===== src/bsd_pkg.sv =====
package bsd_pkg;

    localparam int CfgWidth = 6;
    localparam int BkWidth = 3;

    typedef logic [BkWidth-1:0] t_backend;
    typedef logic [CfgWidth-1:0] t_count;

    localparam t_backend BK_BYPASS = 3'd0;
    localparam t_backend BK_VOCODER = 3'd1;
    localparam t_backend BK_WSOLA = 3'd2;
    localparam t_backend BK_PSOLA = 3'd3;
    localparam t_backend BK_ENGINE = 3'd4;
    localparam t_backend BK_ENGINE_MISSING = 3'd5;

    localparam logic [2:0] MODE_ADAPTIVE = 3'd0;
    localparam logic [2:0] MODE_VOCODER = 3'd1;
    localparam logic [2:0] MODE_WSOLA = 3'd2;
    localparam logic [2:0] MODE_PSOLA = 3'd3;
    localparam logic [2:0] MODE_ENGINE = 3'd4;

    localparam logic [2:0] STRAT_WSOLA = 3'd3;
    localparam logic [2:0] STRAT_PSOLA = 3'd4;
    localparam logic [2:0] STRAT_ENGINE = 3'd5;

    localparam logic [1:0] REG_STABLE_BLOCKS = 2'd0;
    localparam logic [1:0] REG_MIN_HOLD_BLOCKS = 2'd1;
    localparam logic [1:0] REG_TRANSITION_BLOCKS = 2'd2;

    localparam t_count STABLE_RESET = 6'd8;
    localparam t_count MIN_HOLD_RESET = 6'd14;
    localparam t_count TRANSITION_RESET = 6'd4;

    typedef struct packed {
        t_count stable_blocks;
        t_count min_hold_blocks;
        t_count transition_blocks;
    } t_cfg;

    function automatic t_backend strategy_backend(input logic [2:0] strategy);
        t_backend bk;
        case (strategy)
            STRAT_WSOLA:  bk = BK_WSOLA;
            STRAT_PSOLA:  bk = BK_PSOLA;
            STRAT_ENGINE: bk = BK_ENGINE;
            default:      bk = BK_VOCODER;
        endcase
        return bk;
    endfunction

endpackage


===== src/bsd_router.sv =====
module bsd_router
    import bsd_pkg::*;
(
    input  logic     i_clk,
    input  logic     i_rst_n,
    input  logic     i_en,
    input  logic     i_adaptive,
    input  t_backend i_req,
    input  t_cfg     i_cfg,
    output t_backend o_act,
    output logic     o_wet
);

    logic     r_started, n_started;
    t_backend r_held, n_held;
    t_backend r_pending, n_pending;
    t_count   r_count, n_count;
    t_count   r_hold, n_hold;
    t_count   r_trans, n_trans;
    t_count   w_trans;
    t_count   w_hold_dec;
    t_count   w_count_inc;

    always_comb begin
        n_started = r_started;
        n_held = r_held;
        n_pending = r_pending;
        n_count = r_count;
        n_hold = r_hold;
        w_trans = r_trans;
        o_act = i_req;
        w_hold_dec = (r_hold != '0) ? r_hold - t_count'(1) : '0;
        w_count_inc = r_count + t_count'(1);
        if (!i_adaptive || i_req == BK_BYPASS) begin
            n_started = 1'b0;
            n_held = BK_BYPASS;
            n_pending = BK_BYPASS;
            n_count = '0;
            n_hold = '0;
            w_trans = '0;
        end else if (!r_started) begin
            n_started = 1'b1;
            n_held = i_req;
            n_pending = i_req;
            n_count = '0;
            n_hold = i_cfg.min_hold_blocks;
            w_trans = '0;
        end else begin
            n_hold = w_hold_dec;
            o_act = r_held;
            if (i_req == r_held) begin
                n_pending = i_req;
                n_count = '0;
            end else if (w_hold_dec != '0) begin
                n_pending = r_pending;
            end else if (i_req != r_pending) begin
                n_pending = i_req;
                n_count = t_count'(1);
            end else if (w_count_inc < i_cfg.stable_blocks) begin
                n_count = w_count_inc;
            end else begin
                n_held = i_req;
                n_count = '0;
                n_hold = i_cfg.min_hold_blocks;
                w_trans = i_cfg.transition_blocks;
                o_act = i_req;
            end
        end
        o_wet = (w_trans != '0);
        n_trans = o_wet ? w_trans - t_count'(1) : '0;
    end

    always_ff @(posedge i_clk) begin
        if (!i_rst_n) begin
            r_started <= 1'b0;
            r_held <= BK_BYPASS;
            r_pending <= BK_BYPASS;
            r_count <= '0;
            r_hold <= '0;
            r_trans <= '0;
        end else if (i_en) begin
            r_started <= n_started;
            r_held <= n_held;
            r_pending <= n_pending;
            r_count <= n_count;
            r_hold <= n_hold;
            r_trans <= n_trans;
        end
    end

endmodule


===== src/backend_switch_debouncer.sv =====
// A word enters the input register, its result the output register. Throughput: one
// word per cycle unless m_axis_tready stalls the output; the router state updates in
// the same cycle that moves a word from the input register to the output register.
// Reset: synchronous, active low; clears the router state, both valid flags and
// loads the configuration registers with their default values.
module backend_switch_debouncer
    import bsd_pkg::*;
(
    input  logic                i_clk,
    input  logic                i_rst_n,
    input  logic                s_axis_tvalid,
    output logic                s_axis_tready,
    // Fields from bit 0: mode[2:0], strategy[5:3], shift_hundredths[17:6],
    // rb_available[18], zero fill[23:19].
    input  logic [23:0]         s_axis_tdata,
    output logic                m_axis_tvalid,
    input  logic                m_axis_tready,
    // Fields from bit 0: active_backend[2:0], requested_backend[5:3],
    // wet_ceiling_active[6], zero fill[7].
    output logic [7:0]          m_axis_tdata,
    input  logic                i_cfg_we,
    input  logic [1:0]          i_cfg_addr,
    input  logic [CfgWidth-1:0] i_cfg_data
);

    t_cfg        r_cfg;
    logic        r_in_valid;
    logic [18:0] r_in;
    logic        r_out_valid;
    logic [6:0]  r_out;

    logic        w_out_free;
    logic        w_advance;
    logic [2:0]  w_mode;
    logic [2:0]  w_strategy;
    logic [11:0] w_shift;
    logic        w_avail;
    t_backend    w_req;
    t_backend    w_act;
    logic        w_wet;

    assign w_out_free = !r_out_valid || m_axis_tready;
    assign w_advance = r_in_valid && w_out_free;
    assign s_axis_tready = !r_in_valid || w_out_free;
    assign m_axis_tvalid = r_out_valid;
    assign m_axis_tdata = {1'b0, r_out};

    assign w_mode = r_in[2:0];
    assign w_strategy = r_in[5:3];
    assign w_shift = r_in[17:6];
    assign w_avail = r_in[18];

    always_comb begin
        w_req = BK_BYPASS;
        if (w_shift != '0) begin
            case (w_mode)
                MODE_ADAPTIVE: w_req = strategy_backend(w_strategy);
                MODE_VOCODER:  w_req = BK_VOCODER;
                MODE_WSOLA:    w_req = BK_WSOLA;
                MODE_PSOLA:    w_req = BK_PSOLA;
                MODE_ENGINE:   w_req = BK_ENGINE;
                default:       w_req = BK_BYPASS;
            endcase
        end
        if (w_req == BK_ENGINE && !w_avail) begin
            w_req = BK_ENGINE_MISSING;
        end
    end

    bsd_router u_router (
        .i_clk      (i_clk),
        .i_rst_n    (i_rst_n),
        .i_en       (w_advance),
        .i_adaptive (w_mode == MODE_ADAPTIVE),
        .i_req      (w_req),
        .i_cfg      (r_cfg),
        .o_act      (w_act),
        .o_wet      (w_wet)
    );

    always_ff @(posedge i_clk) begin
        if (!i_rst_n) begin
            r_cfg.stable_blocks <= STABLE_RESET;
            r_cfg.min_hold_blocks <= MIN_HOLD_RESET;
            r_cfg.transition_blocks <= TRANSITION_RESET;
        end else if (i_cfg_we) begin
            case (i_cfg_addr)
                REG_STABLE_BLOCKS:     r_cfg.stable_blocks <= i_cfg_data;
                REG_MIN_HOLD_BLOCKS:   r_cfg.min_hold_blocks <= i_cfg_data;
                REG_TRANSITION_BLOCKS: r_cfg.transition_blocks <= i_cfg_data;
                default: begin
                end
            endcase
        end
    end

    always_ff @(posedge i_clk) begin
        if (!i_rst_n) begin
            r_in_valid <= 1'b0;
            r_out_valid <= 1'b0;
        end else begin
            if (s_axis_tready) begin
                r_in_valid <= s_axis_tvalid;
            end
            if (w_out_free) begin
                r_out_valid <= r_in_valid;
            end
        end
    end

    always_ff @(posedge i_clk) begin
        if (s_axis_tvalid && s_axis_tready) begin
            r_in <= s_axis_tdata[18:0];
        end
        if (w_advance) begin
            r_out <= {w_wet, w_req, w_act};
        end
    end

endmodule

===== config.mk =====
export PLATFORM = sky130hd
export DESIGN_NAME = backend_switch_debouncer
export DESIGN_NICKNAME = d
export VERILOG_FILES = /design/src/bsd_pkg.sv /design/src/bsd_router.sv /design/src/backend_switch_debouncer.sv
export SDC_FILE = /design/constraint.sdc
export NUM_CORES = 1
export LEC_CHECK = 0
export ABC_AREA = 1
export BUFFER_PORTS_ARGS = -buffer_cell sky130_fd_sc_hd__buf_4
export CAP_MARGIN = 20
export CELL_PAD_IN_SITES_DETAIL_PLACEMENT = 0
export CELL_PAD_IN_SITES_GLOBAL_PLACEMENT = 1
export CORE_ASPECT_RATIO = 1.2
export CORE_UTILIZATION = 38
export CTS_CLUSTER_DIAMETER = 50
export DETAILED_ROUTE_END_ITERATION = 16
export PLACE_DENSITY_LB_ADDON = 0.1
export SYNTH_ARGS = -nofsm -noshare
export SYNTH_HDL_FRONTEND = slang
export SYNTH_SLANG_ARGS = --single-unit

===== constraint.sdc =====
create_clock -name i_clk -period 2.9 [get_ports i_clk]
set_input_delay 0.58 -clock i_clk [delete_from_list [all_inputs] [get_ports i_clk]]
set_output_delay 0.58 -clock i_clk [all_outputs]
set_load 0.005 [all_outputs]

==> summary.txt, run 1 <==
Run status
  – Status: completed

Critical path
  – Crit path arrival time: roughly 2.8 ns
  – Levels on crit path: 16
  – CP Buf/Inv Count: 1
  – Critical R2R Capture: r_out[0]
  – CP max FO: 8
  – CP max-delay cell: dfxtp_2
  – Critical path class: reg2reg
  – FF-to-FF setup slack: roughly 0.20 ns
  – Setup crit end kind: flop
  – CP startpoint kind: flop
  – Most used cell, CP: nand2_1
  – Critical Path Max Stage Delay: around 0.34 ns
  – R2R depth: 16
  – Crit-path leading delay family: simple AND/OR/NAND/NOR gates
  – Critical path required time: 2.99 ns
  – Cells along the critical path: ha_1 > nand2_1 > nor2_1 > xor2_1 > ha_1 > nand2_1 > o21a_1 > nand2_2 > nand2_2 > nor2_8 > nand2_4 > buf_4 > nand2_1 > nand2_1 > o211ai_1 > o21ai_0
  – Worst R2R Start: u_router.r_count[0]

Floorplan
  – Core area: 9130 µm²
  – Die H: 109 µm
  – IO Count: 47
  – Die area: 9890 µm²
  – Initial Util: about two fifths
  – Die X: between 90 and 100 µm
  – Cell row count: 38

Route
  – DR vias: 2,823
  – Starting DRT DRC Count: 70
  – Detail Route Antenna Nets: 0
  – Drt via density: about 4.7
  – Wire length per cell: approximately 12 µm
  – Drt total wl: 7370 µm
  – DRC errors left: 0
  – DR pass1 iterations: 4

Clock network
  – CTS Root Cell: clkbuf_8
  – # clock sinks: 71
  – Clock Latency Late Sink: 0.35 ns
  – Htree depth: 3
  – CTS tree: yes
  – Hold-fix buffer count after cts: 0
  – CTS Buf Count: 9
  – Worst-path clk slew: 0.08 ns
  – Maximum clock insertion buffer count: 2

Hold path
  – Hold Crit Class: in2reg
  – Hold_sp: s_axis_tdata[12]
  – Worst Hold Depth: 1
  – Hold EP: r_in[12]

STA
  – Hold WS: 0.398 ns
  – Fmax: 370 MHz
  – Final Max Tran Viols: 0
  – Final Hold Viols: 0
  – RSZ-0062 raised after global routing: true
  – Minimum clock period: 2.70 ns
  – Final setup viols: 0
  – Final Cycle Share: 93.1%
  – Post-route clock skew: between 0.009 and 0.01 ns
  – Least-Margin Pin Slew: 0.672 ns
  – Slew headroom: 55.2%

Layout
  – Share of cells above drive strength 1: 28.1%
  – # nets final: 519
  – Finished Cell Area: 4380 µm²
  – Synth-to-layout area growth: 21.4%
  – N_diodes: 0
  – Leading cell type in the layout, fill and taps excluded: nand2_1
  – FILL cells: 934
  – Commonest cells after routing, fill and taps aside: nand2_1, buf_4, inv_1, dfxtp_1, a21oi_1

Pwr
  – Switching power: 0.583 mW
  – Pint: 1.62 mW
  – Share of power burned in registers: 50.1%
  – Maximum VDD drop: 0.330 mV
  – Switching share of total power: about a quarter
  – Pwr dens: 503 nW/µm²
  – Logic pwr share: 12.9%
  – Clock Power Share: 36.9%
  – Leakage power: 1.86 nW

Logic synthesis
  – Synth Flop Type: dfxtp_1
  – Synth Register Bits: 71
  – Area of the mapped netlist: 3610 µm²
  – Yosys warns: 0
  – Seq/Total Area, Yosys: 46.6%
  – Mapped Cells: 415
  – Post-Syn Nets: between 400 and 500
  – Post-synth ARST share: 0%
  – EDFF count, synth: 26
  – Syn avg cell area: 8.70 µm²
  – Count of cell types in the netlist: between 40 and 50

Global routing
  – Vias in the first global route: 2,635
  – Initial antenna violation count: 0
  – Total gr overflow: 0
  – Largest net degree at the start of global routing: 26
  – Overall Global Routing Usage: 15.9%
  – First-pass GRT wire length: 12,100 µm

Placement
  – Port buffer count: 40
  – DPL Wire Length: 5600 µm
  – RePlAce Congestion: about 0.8
  – Post-placement cell area: 4120 µm²

Run
  – Max_cap viols: 0
-- flip-flops by register name, indices dropped and copies added (netlist names) --
name,count
u_router.r_hold,6
u_router.r_started,1
u_router.r_pending,3
u_router.r_trans,6
u_router.r_count,6
u_router.r_held,3
r_cfg,18
r_out,7
r_in,19
r_in_valid,1
m_axis_tvalid,1
-- per-layer routing --
metal | vias up | wire length (µm) | global-route usage, %
met3 | 16 | 145 | 2.51
li1 | 1494 | - | -
met5 | - | 0 | 0
met2 | 33 | 3700 | 27.7
met1 | 1280 | 3320 | 18.6
met4 | 0 | 203 | 9.30
-- synthesized netlist by cell type (2+ instances only) --
master	count	share of area, %
nand3_2	6	1.7
a21oi_2	3	0.73
nand3_1	28	3.9
nand2_4	5	1.6
nor3_1	4	0.55
a211oi_1	2	0.42
xor2_1	6	1.5
ha_1	10	3.5
nor2_1	27	2.8
clkinv_1	3	0.31
o21ai_0	25	3.5
inv_1	49	5.1
nand2_2	13	2.3
nor3_2	2	0.55
o211ai_1	6	1.2
a21oi_1	33	4.6
nor2_4	4	1.2
nand4_1	5	0.87
dfxtp_1	45	25
nand3b_1	3	0.62
nand2_1	71	7.4
edfxtp_1	26	22
nor2_8	2	1.1
xnor2_1	3	0.73
clkbuf_1	5	0.52
nor2_2	2	0.35
o21ai_1	2	0.28
inv_2	8	0.83
-- per-stage QoR --
step / setup slack [ns] / utilization (%) / TNS, ns / total power [mW] / cells
floorplan: 0.240 / - / 0 / 1.31 / 415
global placement: 0.0205 / 45.1 / 0 / 1.41 / 580
CTS: 0.0526 / 47.4 / 0 / 2.23 / 596
detailed placement: 0.0148 / 45.1 / 0 / 1.41 / 580
finish: 0.200 / 48.0 / 0 / 2.20 / 597
global route: -0.00635 / 48.0 / -0.0132 / 2.31 / 597
-- worst register-to-register path, stage by stage (launching register included) --
cell and delay [ns]:
dfxtp_2 0.34, ha_1 0.21, nand2_1 0.07, nor2_1 0.04
xor2_1 0.16, ha_1 0.28, nand2_1 0.06, o21a_1 0.19
nand2_2 0.10, nand2_2 0.10, nor2_8 0.13, nand2_4 0.07
buf_4 0.13, nand2_1 0.22, nand2_1 0.09, o211ai_1 0.11
o21ai_0 0.14
-- worst max path at each step --
stage,startpoint,end
floorplan,u_router.r_count[0],u_router.r_trans[4]
global placement,u_router.r_count[1],u_router.r_trans[4]
detailed placement,u_router.r_count[0],u_router.r_trans[4]
CTS,u_router.r_count[0],u_router.r_trans[4]
global route,u_router.r_count[1],u_router.r_trans[5]
finish,u_router.r_count[0],r_out[0]
-- logic make-up (layout without fill, tap and decap cells) --
logic type	count (synthesis)	after routing	share of synthesized area [%]
AOI/OAI and AO/OA	81	81	13.6
xor gates and xnor gates	10	10	2.64
adders and majority gates	10	10	3.47
buffers and inverters	66	128	6.97
DFF	71	71	46.6
other	1	1	0.104
and+or+nand+nor	176	176	26.7
-- power by group through the flow --
| stage | Combinational [mW] | Sequential (mW) | Clock (mW) |
|---|---|---|---|
| global route | 0.318 | 1.11 | 0.884 |
| finish | 0.285 | 1.11 | 0.814 |
| CTS | 0.285 | 1.10 | 0.842 |
| global placement | 0.280 | 1.13 | 0 |
| floorplan | 0.183 | 1.12 | 0 |
| detailed placement | 0.284 | 1.13 | 0 |
-- layout make-up --
class	count	area, µm²	area share [%]
Multi-Input combinational cell	278	1720	39.3
Sequential cell	71	1690	38.5
Timing Repair Buffer	52	390	8.91
Inverter	60	225	5.14
Tap cell	120	150	3.43
Clock buffer	10	138	3.14
Clock inverter	6	67.6	1.54
-- timing repair --
| item | CTS | global route |
|---|---|---|
| resized for setup | 1 | 13 |
| setup endpoints to repair | 3 | 17 |
| gates cloned | 0 | 0 |
| setup buffers | 0 | 1 |
| pin swaps | 0 | 3 |
No activity file was read; power rests on OpenSTA's default activity.
==> run 2: changes to the inputs <==
RECOVER_POWER = 25   (was default)
==> summary.txt, run 2 (same netlist as run 1, synthesis figures left out) <==
Run status
  – Status: completed

Clock network
  – CTS Buf Count: 9
  – Maximum clock insertion buffer count: 2
  – Htree depth: 3
  – Worst-path clk slew: 0.08 ns
  – Hold-fix buffer count after cts: 0
  – CTS tree: yes
  – Clock Latency Late Sink: 0.35 ns
  – CTS Root Cell: clkbuf_8
  – # clock sinks: 71

Floorplan
  – Die H: 109 µm
  – Cell row count: 38
  – IO Count: 47
  – Initial Util: 39.5%
  – Die X: a little over 90 µm
  – Die area: between 9000 and 10,000 µm²
  – Core area: 9130 µm²

Route
  – Drt via density: 4.72
  – DR pass1 iterations: 4
  – Drt total wl: 7360 µm
  – Starting DRT DRC Count: 69
  – Detail Route Antenna Nets: 0
  – DRC errors left: 0
  – DR vias: about 2.8k
  – Wire length per cell: around 12 µm

Critical path
  – Crit path arrival time: 2.79 ns
  – Critical path required time: around 3 ns
  – R2R depth: 16
  – Setup crit end kind: flop
  – Critical path class: reg2reg
  – FF-to-FF setup slack: 0.20 ns
  – CP max FO: 8
  – Worst R2R Start: u_router.r_count[0]
  – CP startpoint kind: flop
  – Critical R2R Capture: r_out[0]

STA
  – Least-Margin Pin Slew: 0.760 ns
  – Slew headroom: 49.4%
  – Final Max Tran Viols: 0
  – Setup_tns: 0 ns
  – Fmax: 370 MHz
  – Post-route clock skew: about 0.01 ns
  – Final Cycle Share: between 90% and 100%
  – Minimum clock period: 2.70 ns
  – Final Hold Viols: 0
  – Final setup viols: 0
  – RSZ-0062 raised after global routing: true

Global routing
  – Vias in the first global route: 2,635
  – Overall Global Routing Usage: 15.9%
  – First-pass GRT wire length: between 10,000 and 15,000 µm
  – Largest net degree at the start of global routing: 26
  – Total gr overflow: 0
  – Initial antenna violation count: 0

Hold path
  – Hold EP: r_in[13]
  – Worst Hold Depth: 1
  – Hold Crit Class: in2reg
  – Hold_sp: s_axis_tdata[13]

Placement
  – RePlAce Congestion: around 0.8
  – Post-placement cell area: 4120 µm²
  – Port buffer count: 40
  – DPL Wire Length: 5600 µm

Layout
  – Synth-to-layout area growth: 21.2%
  – Top Registers: r_in (19), r_cfg (18), r_out (7)
  – N_diodes: 0
  – Commonest cells after routing, fill and taps aside: nand2_1, inv_1, dfxtp_1, a21oi_1, buf_4
  – # nets final: about 520
  – Leading cell type in the layout, fill and taps excluded: nand2_1
  – Biggest register: r_in
  – Largest register FFs: 19
  – FILL cells: 937
  – Share of cells above drive strength 1: 27.7%
  – Finished Cell Area: 4370 µm²

Pwr
  – Pwr dens: 504 nW/µm²
  – Maximum VDD drop: 0.328 mV
  – Leakage power: 1.84 nW

Run
  – Max_cap viols: 0
run 2: changes by cell type in the layout (fill, tap and decap cells not counted), sizes merged:
cell,previous run,this run
buf,52,30
clkbuf,10,32
run 2: through the flow:
| stage | setup WS, ns | instances | hold slack (ns) | total power, mW | utilization, % |
|---|---|---|---|---|---|
| 2_1_floorplan | 0.240 | 415 | 0.429 | 1.31 | - |
| 3_3_place_gp | 0.0205 | 580 | 0.444 | 1.41 | 45.1 |
| 3_5_place_dp | 0.0148 | 580 | 0.452 | 1.41 | 45.1 |
| 4_1_cts | 0.0526 | 596 | 0.379 | 2.23 | 47.4 |
| 5_1_grt | -0.00635 | 597 | 0.402 | 2.31 | 47.9 |
| 6_report | 0.200 | 597 | 0.420 | 2.20 | 47.9 |
run 2: area by class of cell:
class	instances	area, µm²	area share, %
well taps	120	150	3.43
flip-flops and latches	71	1690	38.6
inverters	60	225	5.15
clock inverters	6	67.6	1.55
clock buffers	10	138	3.15
multi-input cells	278	1720	39.4
repair buffers	52	383	8.76
run 2: how the worst max path moves through the flow:
| stage | endpoint | startpoint | depth (start not counted) | slack [ns] |
|---|---|---|---|---|
| after floorplan | u_router.r_trans[4] | u_router.r_count[0] | 19 | 0.24 |
| after global placement | u_router.r_trans[4] | u_router.r_count[1] | 19 | 0.02 |
| after detailed placement | u_router.r_trans[4] | u_router.r_count[0] | 19 | 0.01 |
| after CTS | u_router.r_trans[4] | u_router.r_count[0] | 19 | 0.05 |
| after global routing | u_router.r_trans[5] | u_router.r_count[1] | 19 | -0.006 |
| final | r_out[0] | u_router.r_count[0] | 16 | 0.20 |
run 2: critical path, stage by stage (launching register included):
cell	delay [ns]
dfxtp_2	0.34
ha_1	0.21
nand2_1	0.07
nor2_1	0.04
xor2_1	0.16
ha_1	0.28
nand2_1	0.06
o21a_1	0.19
nand2_2	0.10
nand2_2	0.10
nor2_8	0.13
nand2_4	0.07
buf_4	0.13
nand2_1	0.22
nand2_1	0.09
o211ai_1	0.11
o21ai_0	0.14
run 2: what timing repair did:
| item | CTS | global route |
|---|---|---|
| setup buffers | 0 | 1 |
| endpoints found under the setup margin | 3 | 17 |
| resized for setup | 1 | 13 |
| cloned | 0 | 0 |
| pin swaps | 0 | 3 |
run 2: layer usage:
| metal | up-vias | part of all wire, % | track usage, % |
|---|---|---|---|
| li1 | 1493 | - | - |
| met1 | 1274 | 45 | 18.6 |
| met2 | 33 | 50 | 27.7 |
| met3 | 16 | 2.0 | 2.51 |
| met4 | 0 | 2.8 | 9.30 |
| met5 | - | 0 | 0 |
run 2: report_power, final:
group	switching (mW)	internal, mW	leakage, nW
sequential	0.0232	1.08	0.621
clock	0.389	0.425	0.0993
combinational	0.170	0.112	1.12
